**src/design/cff_pkg.sv**
```systemverilog
// cff_pkg: shared constants and codes for the circular FIR filter.
// No dependencies; imported by circular_fir_filter.
package cff_pkg;

    localparam int MAX_TAPS_DEF = 128;   // default size of the coefficient store
    localparam int SAMPLE_W     = 16;    // coefficient and sample width
    localparam int ACC_W        = 32;    // accumulator / result width
    localparam int TAP_IDX_W    = 7;     // load index field width
    localparam int TAP_CNT_W    = 8;     // tap count register width
    localparam int CMD_W        = 2;

    localparam logic [TAP_CNT_W-1:0] TAPS_CFG_RST = 8'd95;

    typedef enum logic [CMD_W-1:0] {
        CMD_LOAD    = 2'd0,  // write one coefficient
        CMD_RESTART = 2'd1,  // history position back to zero
        CMD_SAMPLE  = 2'd2,  // filter one sample
        CMD_NONE    = 2'd3   // no operation
    } cmd_t;

endpackage

```
**src/design/cff_ram.sv**
```systemverilog
// cff_ram: generic single-write, single-read RAM with registered read data.
// No dependencies; used for the coefficient store and the sample history.
module cff_ram #(
    parameter int WIDTH = 16,
    parameter int DEPTH = 128,
    parameter int AW    = (DEPTH > 1) ? $clog2(DEPTH) : 1
) (
    input  logic             clk,
    input  logic             we,
    input  logic [AW-1:0]    waddr,
    input  logic [WIDTH-1:0] wdata,
    input  logic [AW-1:0]    raddr,
    output logic [WIDTH-1:0] rdata
);

    logic [WIDTH-1:0] mem [DEPTH];
    logic [WIDTH-1:0] rdata_reg;

    always_ff @(posedge clk) begin
        if (we) begin
            mem[waddr] <= wdata;
        end
        rdata_reg <= mem[raddr];
    end

    assign rdata = rdata_reg;

endmodule

```
**src/design/circular_fir_filter.sv**
```systemverilog
// circular_fir_filter: top level of the programmable-length audio FIR filter.
// Depends on cff_pkg and cff_ram.
//
// Audio FIR filter with a programmable tap count. Input words carry a command in
// s_tuser: load one coefficient, restart the history position, or filter one
// sample. Only a sample word gives a result word: the negated sum of
// coefficient times sample, each product shifted left by two, wrapping modulo
// 2^32. The oldest history sample pairs with coefficient 0 and the incoming
// sample with the last coefficient in use; the new sample then overwrites the
// oldest entry. Coefficients and history live in two single-port-read RAMs
// with registered read data, and a single 16x16 multiplier is shared over
// all taps of the effective tap count (the tap count register clamped to
// 2..MAX_TAPS). Load, restart and unused commands are done in the idle state.
// One word is worked on at a time; a new word is taken while a finished
// result is still waiting on m_tready. After reset both RAMs are cleared to
// zero by a pass over all MAX_TAPS addresses, during which s_tready stays low
// (tap count writes are still taken). The tap count may only be written while
// the block is idle.
module circular_fir_filter
    import cff_pkg::*;
#(
    parameter int MAX_TAPS = MAX_TAPS_DEF
) (
    input  logic                  aclk,
    input  logic                  aresetn,
    // tap count register
    input  logic                  cfg_we,
    input  logic [TAP_CNT_W-1:0]  cfg_wdata,
    // input stream
    input  logic                  s_tvalid,
    output logic                  s_tready,
    input  logic [23:0]           s_tdata,   // [6:0] tap_index, [22:7] value, [23] zero
    input  logic [CMD_W-1:0]      s_tuser,   // [1:0] command
    // result stream
    output logic                  m_tvalid,
    input  logic                  m_tready,
    output logic [ACC_W-1:0]      m_tdata    // [31:0] filtered
);

    // coefficient address, history address, and a width that holds MAX_TAPS
    localparam int CA_W = $clog2(MAX_TAPS);
    localparam int HD   = MAX_TAPS - 1;
    localparam int HA_W = (HD > 1) ? $clog2(HD) : 1;
    localparam int TC_W = $clog2(MAX_TAPS + 1);

    typedef enum logic [2:0] {
        ST_CLEAR,
        ST_IDLE,
        ST_RUN,
        ST_DRAIN,
        ST_OUT
    } state_t;

    state_t                 state_reg;
    logic [TAP_CNT_W-1:0]   taps_cfg_reg;
    logic [CA_W-1:0]        clr_cnt_reg;
    logic [HA_W-1:0]        pos_reg;      // oldest history entry
    logic [HA_W-1:0]        idx_reg;      // history read pointer
    logic [CA_W-1:0]        k_reg;        // coefficient read pointer
    logic                   v1_reg;       // RAM read data valid
    logic                   last1_reg;    // ... and it is the final tap
    logic                   v2_reg;       // product valid
    logic signed [SAMPLE_W-1:0] sample_reg;
    logic signed [ACC_W-1:0]    prod_reg;
    logic [ACC_W-1:0]       acc_reg;
    logic                   m_tvalid_reg;
    logic [ACC_W-1:0]       m_tdata_reg;

    // input fields
    cmd_t                       in_cmd;
    logic [TAP_IDX_W-1:0]       in_tap_index;
    logic signed [SAMPLE_W-1:0] in_value;

    assign in_cmd       = cmd_t'(s_tuser);
    assign in_tap_index = s_tdata[TAP_IDX_W-1:0];
    assign in_value     = s_tdata[TAP_IDX_W +: SAMPLE_W];

    logic accept;
    assign s_tready = (state_reg == ST_IDLE);
    assign accept   = s_tvalid && s_tready;

    // effective tap count and history length
    logic [TC_W-1:0] eff_taps;
    logic [TC_W-1:0] hist_len;
    logic [HA_W-1:0] pos_eff;

    always_comb begin
        if (taps_cfg_reg < 8'd2) begin
            eff_taps = TC_W'(2);
        end else if (32'(taps_cfg_reg) > MAX_TAPS) begin
            eff_taps = TC_W'(MAX_TAPS);
        end else begin
            eff_taps = TC_W'(taps_cfg_reg);
        end
    end

    assign hist_len = eff_taps - TC_W'(1);
    // a position left stale by a shorter tap count restarts at zero
    assign pos_eff  = (TC_W'(pos_reg) >= hist_len) ? '0 : pos_reg;

    logic idx_wrap;
    logic pos_wrap;
    logic k_last;
    assign idx_wrap = (TC_W'(idx_reg) + TC_W'(1)) >= hist_len;
    assign pos_wrap = (TC_W'(pos_reg) + TC_W'(1)) >= hist_len;
    assign k_last   = (TC_W'(k_reg) == hist_len);

    // coefficient RAM: written by the clearing pass or a load word
    logic                coef_we;
    logic [CA_W-1:0]     coef_waddr;
    logic [SAMPLE_W-1:0] coef_wdata;
    logic [SAMPLE_W-1:0] coef_rdata;
    logic                load_ok;

    assign load_ok = accept && (in_cmd == CMD_LOAD) && (32'(in_tap_index) < MAX_TAPS);

    always_comb begin
        if (state_reg == ST_CLEAR) begin
            coef_we    = 1'b1;
            coef_waddr = clr_cnt_reg;
            coef_wdata = '0;
        end else begin
            coef_we    = load_ok;
            coef_waddr = CA_W'(in_tap_index);
            coef_wdata = in_value;
        end
    end

    // history RAM: written by the clearing pass or on commit of a sample
    logic                hist_we;
    logic [HA_W-1:0]     hist_waddr;
    logic [SAMPLE_W-1:0] hist_wdata;
    logic [SAMPLE_W-1:0] hist_rdata;
    logic                commit;

    assign commit = (state_reg == ST_OUT) && (!m_tvalid_reg || m_tready);

    always_comb begin
        if (state_reg == ST_CLEAR) begin
            hist_we    = (32'(clr_cnt_reg) < HD);
            hist_waddr = HA_W'(clr_cnt_reg);
            hist_wdata = '0;
        end else begin
            hist_we    = commit;
            hist_waddr = pos_reg;
            hist_wdata = sample_reg;
        end
    end

    cff_ram #(
        .WIDTH (SAMPLE_W),
        .DEPTH (MAX_TAPS),
        .AW    (CA_W)
    ) u_coef_ram (
        .clk   (aclk),
        .we    (coef_we),
        .waddr (coef_waddr),
        .wdata (coef_wdata),
        .raddr (k_reg),
        .rdata (coef_rdata)
    );

    cff_ram #(
        .WIDTH (SAMPLE_W),
        .DEPTH (HD),
        .AW    (HA_W)
    ) u_hist_ram (
        .clk   (aclk),
        .we    (hist_we),
        .waddr (hist_waddr),
        .wdata (hist_wdata),
        .raddr (idx_reg),
        .rdata (hist_rdata)
    );

    // multiplier operands: final tap takes the incoming sample
    logic signed [SAMPLE_W-1:0] mul_a;
    logic signed [SAMPLE_W-1:0] mul_b;
    logic signed [ACC_W-1:0]    prod_next;
    logic [ACC_W-1:0]           acc_next;

    assign mul_a     = coef_rdata;
    assign mul_b     = last1_reg ? sample_reg : hist_rdata;
    assign prod_next = mul_a * mul_b;
    assign acc_next  = acc_reg - (ACC_W'(prod_reg) << 2);

    always_ff @(posedge aclk) begin
        if (!aresetn) begin
            state_reg     <= ST_CLEAR;
            taps_cfg_reg  <= TAPS_CFG_RST;
            clr_cnt_reg   <= '0;
            pos_reg       <= '0;
            idx_reg       <= '0;
            k_reg         <= '0;
            v1_reg        <= 1'b0;
            last1_reg     <= 1'b0;
            v2_reg        <= 1'b0;
            m_tvalid_reg  <= 1'b0;
        end else begin
            if (cfg_we) begin
                taps_cfg_reg <= cfg_wdata;
            end

            // read pipeline: address -> RAM data -> product -> accumulate
            v1_reg    <= (state_reg == ST_RUN);
            last1_reg <= (state_reg == ST_RUN) && k_last;
            v2_reg    <= v1_reg;
            prod_reg  <= prod_next;
            if (v2_reg) begin
                acc_reg <= acc_next;
            end

            // a commit in the same cycle reloads the slot instead
            if (m_tvalid_reg && m_tready && !commit) begin
                m_tvalid_reg <= 1'b0;
            end

            unique case (state_reg)
                ST_CLEAR: begin
                    clr_cnt_reg <= clr_cnt_reg + CA_W'(1);
                    if (32'(clr_cnt_reg) == MAX_TAPS - 1) begin
                        state_reg <= ST_IDLE;
                    end
                end
                ST_IDLE: begin
                    if (accept) begin
                        case (in_cmd)
                            CMD_RESTART: pos_reg <= '0;
                            CMD_SAMPLE: begin
                                pos_reg    <= pos_eff;
                                idx_reg    <= pos_eff;
                                k_reg      <= '0;
                                sample_reg <= in_value;
                                acc_reg    <= '0;
                                state_reg  <= ST_RUN;
                            end
                            default: ;
                        endcase
                    end
                end
                ST_RUN: begin
                    k_reg   <= k_reg + CA_W'(1);
                    idx_reg <= idx_wrap ? '0 : idx_reg + HA_W'(1);
                    if (k_last) begin
                        state_reg <= ST_DRAIN;
                    end
                end
                ST_DRAIN: begin
                    if (!v1_reg && !v2_reg) begin
                        state_reg <= ST_OUT;
                    end
                end
                ST_OUT: begin
                    if (commit) begin
                        m_tvalid_reg <= 1'b1;
                        m_tdata_reg  <= acc_reg;
                        pos_reg      <= pos_wrap ? '0 : pos_reg + HA_W'(1);
                        state_reg    <= ST_IDLE;
                    end
                end
                default: state_reg <= ST_IDLE;
            endcase
        end
    end

    assign m_tvalid = m_tvalid_reg;
    assign m_tdata  = m_tdata_reg;

    // a new result only ever comes from a committing sample
    a_result_from_commit: assert property (@(posedge aclk) disable iff (!aresetn)
        $rose(m_tvalid) |-> $past(state_reg == ST_OUT))
        else $error("result word raised outside commit");

    // coefficient pointer never runs past the final tap while filtering
    a_k_in_range: assert property (@(posedge aclk) disable iff (!aresetn)
        state_reg == ST_RUN |-> TC_W'(k_reg) <= hist_len)
        else $error("coefficient pointer beyond tap count");

    // no coefficient write while a sample is in progress
    a_no_load_in_run: assert property (@(posedge aclk) disable iff (!aresetn)
        (state_reg == ST_RUN || state_reg == ST_DRAIN) |-> !coef_we)
        else $error("coefficient written during filtering");

    // the commit must not see a product still in flight
    a_pipe_empty_at_out: assert property (@(posedge aclk) disable iff (!aresetn)
        state_reg == ST_OUT |-> !v1_reg && !v2_reg)
        else $error("accumulator not settled at commit");

    // reset always starts the clearing pass
    a_reset_clears: assert property (@(posedge aclk)
        !aresetn |=> state_reg == ST_CLEAR)
        else $error("clearing pass not started after reset");

endmodule
```
**config.mk**
```make
export PLATFORM = sky130hd
export DESIGN_NAME = circular_fir_filter
export DESIGN_NICKNAME = d
export VERILOG_FILES = /design/src/design/cff_pkg.sv /design/src/design/cff_ram.sv /design/src/design/circular_fir_filter.sv
export SDC_FILE = /design/constraint.sdc
export NUM_CORES = 2
export LEC_CHECK = 0
export BUFFER_PORTS_ARGS = -buffer_cell sky130_fd_sc_hd__buf_2
export CAP_MARGIN = 15
export CORE_AREA = 2 2 748 675
export CTS_BUF_LIST = sky130_fd_sc_hd__clkbuf_16
export CTS_CLUSTER_DIAMETER = 80
export CTS_CLUSTER_SIZE = 25
export DETAILED_ROUTE_END_ITERATION = 12
export DIE_AREA = 0 0 750 677
export GPL_TIMING_DRIVEN = 0
export PLACE_DENSITY = 0.52
export SYNTH_ARGS = -nofsm -noshare
export SYNTH_HDL_FRONTEND = slang
export SYNTH_SLANG_ARGS = --single-unit
```
**constraint.sdc**
```tcl
create_clock -name aclk -period 9.2 [get_ports aclk]
set_clock_uncertainty 0.2 [all_clocks]
set_input_delay 0.46 -clock aclk [delete_from_list [all_inputs] [get_ports aclk]]
set_output_delay 0.46 -clock aclk [all_outputs]
set_load 0.1 [all_outputs]
```
==> Yosys cells after proc, flatten, opt, wreduce, memory -nomap -nowiden <==
Memories as Yosys holds them, arrays and structs flattened. A register that Yosys moved wholly into a read port is not among the register bits.
Cells that the tools add are included.
{ "word_totals": {"ram_bits": 4080, "word_cells": 107, "mem_count": 2, "regBits": 153, "out_inout_bits": 34} }
{ "op_classes": {"multipliers": 1, "n_mux": 40, "n_addsub": 8, "n_reduce_logical": 21, "eq_ne": 15, "magnitude_cmp": 6} }
{ "mem_list": {"columns": ["memory", "words", "word_bits", "read_ports", "rd_ports_with_merged_regs", "wr", "line", "source"], "rows": [
  ["u_coef_ram.mem", 128, 16, 1, 1, 1, "cff_ram.sv:16", "logic [WIDTH-1:0] mem [DEPTH];"],
  ["u_hist_ram.mem", 127, 16, 1, 1, 1, "cff_ram.sv:16", null]
]} }
{ "ops": {"columns": ["operator", "n"], "rows": [
  ["$mux 32", 4],
  ["$mux 7", 11],
  ["$pmux 7 s2", 4],
  ["$mux 16", 3],
  ["$sub 32x32->32", 1],
  ["$mul 16x16->30", 1],
  ["$add 7x1->7 const B", 4],
  ["$mux 3", 6],
  ["$add 7x1->8 const B", 2],
  ["$ge 8x8->1", 2],
  ["$mux 8", 2],
  ["$pmux 3 s5", 1],
  ["$mux 1", 9],
  ["$eq 7x8->1", 1],
  ["$ge 7x8->1", 1],
  ["$gt 8x8->1 const B", 1],
  ["$lt 8x2->1 const B", 1],
  ["$reduce_and 4->1", 2],
  ["$sub 8x1->8 const B", 1],
  ["$eq 7x7->1 const B", 1],
  ["$logic_and 1x1->1", 7],
  ["$lt 7x7->1 const B", 1],
  ["$eq 3x2->1 const B", 2],
  ["$ne 2x1->1 const B", 3],
  ["13 further kinds", 20]
]} }

==> Longest topological paths before layout <==
{ "logic_depth": {"word_depth": 9, "depth_mapped": 26, "depth_no_buf": 23} }

==> By module <==
From an unflattened synthesis, not the netlist that was laid out.
{ "unflattened": {"cells_unflattened": 8395, "area_unflattened_um2": 174930.3} }
{ "by_module_without_submodules": {"columns": ["mod", "cells_each", "seq_area_each_um2", "n_inst", "area_per_inst_um2"], "rows": [
  ["cff_ram (u_hist_ram)", 3436, 61338.8, 1, 78541.6],
  ["cff_ram (u_coef_ram)", 3086, 61819.3, 1, 78522.8],
  ["circular_fir_filter", 1873, 4043.9, 1, 17865.9]
]} }

==> Least setup slack after synthesis <==
OpenSTA, ideal clock, no wires.
{ "synth_path": {"path_type": "flip-flop to flip-flop", "start": "register last1_reg", "end": "register prod_reg[29] (data pin)", "stages_incl_launch_ff": 24, "t_arrival_ps": 6684, "period_less_slack_ps": 7156, "path_buffers": 3, "required_ps": 8728, "path_slack_ps": 2044, "path_cell_list": "dfxtp_1 clkbuf_1 buf_1 mux2_2 clkbuf_1 and2_1 fa_1 inv_1 fa_1 fa_1 inv_1 fa_1 fa_1 inv_1 fa_1 inv_1 ha_1 a211o_1 or3_1 o21ai_0 nor4_1 or2_2 o21ai_0 a211oi_1"} }
{ "synth_between": {"elab_chain_cells": 2} }
{ "synth_rtl": {"columns": ["element", "line", "source"], "rows": [
  ["start: declaration", "circular_fir_filter.sv:61", "logic last1_reg;"],
  ["start signal: assignment", "circular_fir_filter.sv:206", "last1_reg <= (state_reg == ST_RUN) && k_last;"],
  ["$mux 16", "circular_fir_filter.sv:183", "assign mul_b = last1_reg ? sample_reg : hist_rdata;"],
  ["$mul 16x16->30", "circular_fir_filter.sv:184", "assign prod_next = mul_a * mul_b;"],
  ["named net prod_next[29]", "circular_fir_filter.sv:179", "logic signed [ACC_W-1:0] prod_next;"],
  ["end signal: assignment", "circular_fir_filter.sv:208", "prod_reg <= prod_next;"],
  ["end: declaration", "circular_fir_filter.sv:64", "logic signed [ACC_W-1:0] prod_reg;"]
]} }
The timed path passes the listed nets, and every way through them passes these cells.
A chain may end at the register's enable or synchronous reset.

==> Worst setup path after layout <==
Same ends and word-level chain as after synthesis.

==> qor.txt <==
GRT overflow: 0
Layout cells sized above 1: 0.272
Status: complete, no violations
Cell variety after synth: 67
Compound-cell area share of the yosys netlist: 0.0130
Fin crit share: 0.924
Io pins: 73
Area of the multi-input gates: 45300 µm²
CTS clk-pin slew, worst paths: 0.11 ns
Area growth from synthesis to layout: 12.8%
Largest Register: u_coef_ram.mem
FFs w/ async S/R, synth: 0
WL/cell: 33.5 µm
Row Count: 247
Number of global-route vias before repair: 86500
Max-slew violation count: 0
Worst Max-Slew Pin Slew: 1.37 ns
Avg Inst Size Synth: 21.3 µm²
Largest register FFs: 2048
DIE HEIGHT: 677 µm
Mux cell area share after synthesis: 0.174
Relative slew slack: 0.0860
Fmax: 118 MHz
Synth warn: 0
Final WS setup: 0.703 ns
Root buffer cell: clkbuf_16
DIE WIDTH: 750 µm
Core area: 501000 µm²
CTS tree: built
Worst-skew pair later-pin latency: 0.97 ns
PD cells: 190 nW/µm²
Initial antenna violation count: 68
Final #Nets: 9293
Final HPWL DP: 376000 µm
Storage element area: 127000 µm²
Final wirelength: 526000 µm
CP Max Fanout: 10
I/O Buffers: 68
Top FF cell, synth: edfxtp_1
XOR/XNOR share of the synthesized area: 0.00437
Max-Cap Viols: 0
Post-synthesis instance area: 175000 µm²
Final Hold Fails: 0
Routability cong.: 0.898
Largest regs: u_coef_ram.mem (2048), u_hist_ram.mem (2032)
FILL cells: 44200
Largest family of logic cells by synthesized area: multiplexers
Crit path from: last1_reg
TritonCTS Buffers: 205
Worst vdd ir: 230 µV
Antenna-violating nets left: 0
#FFs+latches synth: 4261
1st-pass router iterations: 8
CTS H-tree lvls: 4
Post-CTS setup buffers: 0
Dpl ws: 0.626 ns
R2r startpoint: last1_reg
Pin count of the biggest net entering global routing: 83
Initial Util: 0.348
Drt drc: 0
All-Layer GR Usage: 0.203
Crit end category: register
Hold wc startpoint: s_tuser[1]
Leak: 62.3 nW
Crit path launch type: register
Die area: 508000 µm²
Via count: 88000
Sequential area share after synthesis: 0.729
Sink Count: 4261
Number of synthesized flops with an enable pin: 4186
Vias per inst: 5.61
Type of the worst min-delay path: input pin to register
CTS max path bufs: 4
Total negative slack: 0 ns
Simple-gate portion of the synthesized area: 0.0252
Post-Synth Adder-Cell Area: 0.0383
DR iter-0 viols: 13300
Crit Path Category: register to register
Crit path time final: 8.50 ns
Crit path required time: 9.66 ns
RSZ-0062 raised after global routing: false
Crit path DAT: 8.96 ns
First-pass GRT wire length: 718000 µm
Syn Inst Count: 8208
Final Setup Violations: 0
-- final cells by class --
type	count	area share
well taps	6723	0.0427
diodes	21	0.000267
inverters	320	0.00610
flip-flops and latches	4261	0.646
clock inverters	68	0.00349
clock buffers	211	0.0268
multi-input cells	3218	0.230
plain buffers	411	0.00905
repair buffers	452	0.0353
-- per-layer routing --
| metal | vias up | GRT usage | share of wire |
|---|---|---|---|
| met2 | 4201 | 0.309 | 0.45 |
| li1 | 34500 | - | - |
| met5 | - | 0 | 0.00023 |
| met3 | 662 | 0.0376 | 0.090 |
| met1 | 48600 | 0.300 | 0.43 |
| met4 | 18 | 0.0533 | 0.030 |
-- critical path: stages, from the launching register on --
cell and delay, ns:
dfxtp_1 0.33, clkbuf_1 0.43, buf_1 0.54, mux2_2 0.53, clkbuf_1 0.28, and2_1 0.25
fa_1 0.54, inv_1 0.06, fa_1 0.52, fa_1 0.57, inv_1 0.07, fa_1 0.49
fa_1 0.49, inv_1 0.05, fa_1 0.47, inv_1 0.04, ha_1 0.30, a211o_1 0.30
or3_1 0.30, o21ai_0 0.51, nor4_1 0.18, or2_2 0.33, o21ai_0 0.27, a211oi_1 0.15
-- worst paths after layout --
| kind | to | slack, ns | depth (start not counted) |
|---|---|---|---|
| setup / recovery | prod_reg[29] | 0.70 | 23 |
| hold / removal | k_reg[2] | 0.09 | 6 |
| setup reg to reg | prod_reg[29] | 0.70 | 23 |
| hold reg to reg | m_tdata[31] | 0.30 | 0 |
-- cell usage after synthesis (all sizes together), types with 13 or more instances --
cell	number	area share
a21o	34	0.0015
a21oi	87	0.0025
a221oi	13	0.00065
and2	108	0.0039
buf	180	0.0049
clkbuf	231	0.0050
dfxtp	75	0.0086
edfxtp	4186	0.72
fa	249	0.029
ha	136	0.0097
inv	319	0.0069
mux2	40	0.0026
mux2i	121	0.0069
mux4	1271	0.16
nand2	266	0.0057
nand2b	26	0.00093
nand3	40	0.0011
nor2	375	0.0081
nor2b	71	0.0025
nor3	21	0.00060
o21a	18	0.00077
o21ai	74	0.0021
o221ai	15	0.00075
or2	15	0.00054
or3	14	0.00050
xnor2	57	0.0029
xor2	30	0.0015
-- power breakdown --
part / internal, mW / switching (mW)
Sequential: 21.3 / 0.0683
Clock: 4.31 / 6.21
Combinational: 2.33 / 3.12
-- cells by family after synthesis --
family / Yosys count
and+or+nand+nor: 969
DFF: 4261
buffers and inverters: 731
xor gates and xnor gates: 87
other: 2
AOI/OAI and AO/OA: 341
adders and majority gates: 385
muxes: 1432
-- placed cells by master, fill, tap and decap left out, types with 119 or more instances in the layout --
master	synthesis	routed
buf_2	91	178
buf_8	0	212
clkbuf_1	231	204
clkbuf_16	0	211
edfxtp_1	4186	4186
fa_1	249	249
ha_1	136	136
inv_1	319	336
mux2i_1	121	121
mux4_2	1271	1271
nand2_1	266	266
nor2_1	375	119
nor2_2	0	234
-- through the flow --
step                total power [mW]  std cells   util  instance area, µm²  hold slack, ns
floorplan                       25.9       8210      -              175000           0.236
global placement                27.3      15000  0.366              183000           0.266
detailed placement              27.4      15300  0.380              190000           0.278
CTS                             37.7      15600  0.392              197000          0.0235
global route                    39.0      15700  0.393              197000           0.150
finish                          37.4      15700  0.393              197000          0.0941
-- repair_timing --
item / 4_1_cts / 5_1_grt
hold buffers: 42 / 0
endpoints found under the hold margin: 205 / 0
resized for setup: 0 / 0
(Power assumes the default switching activity.)
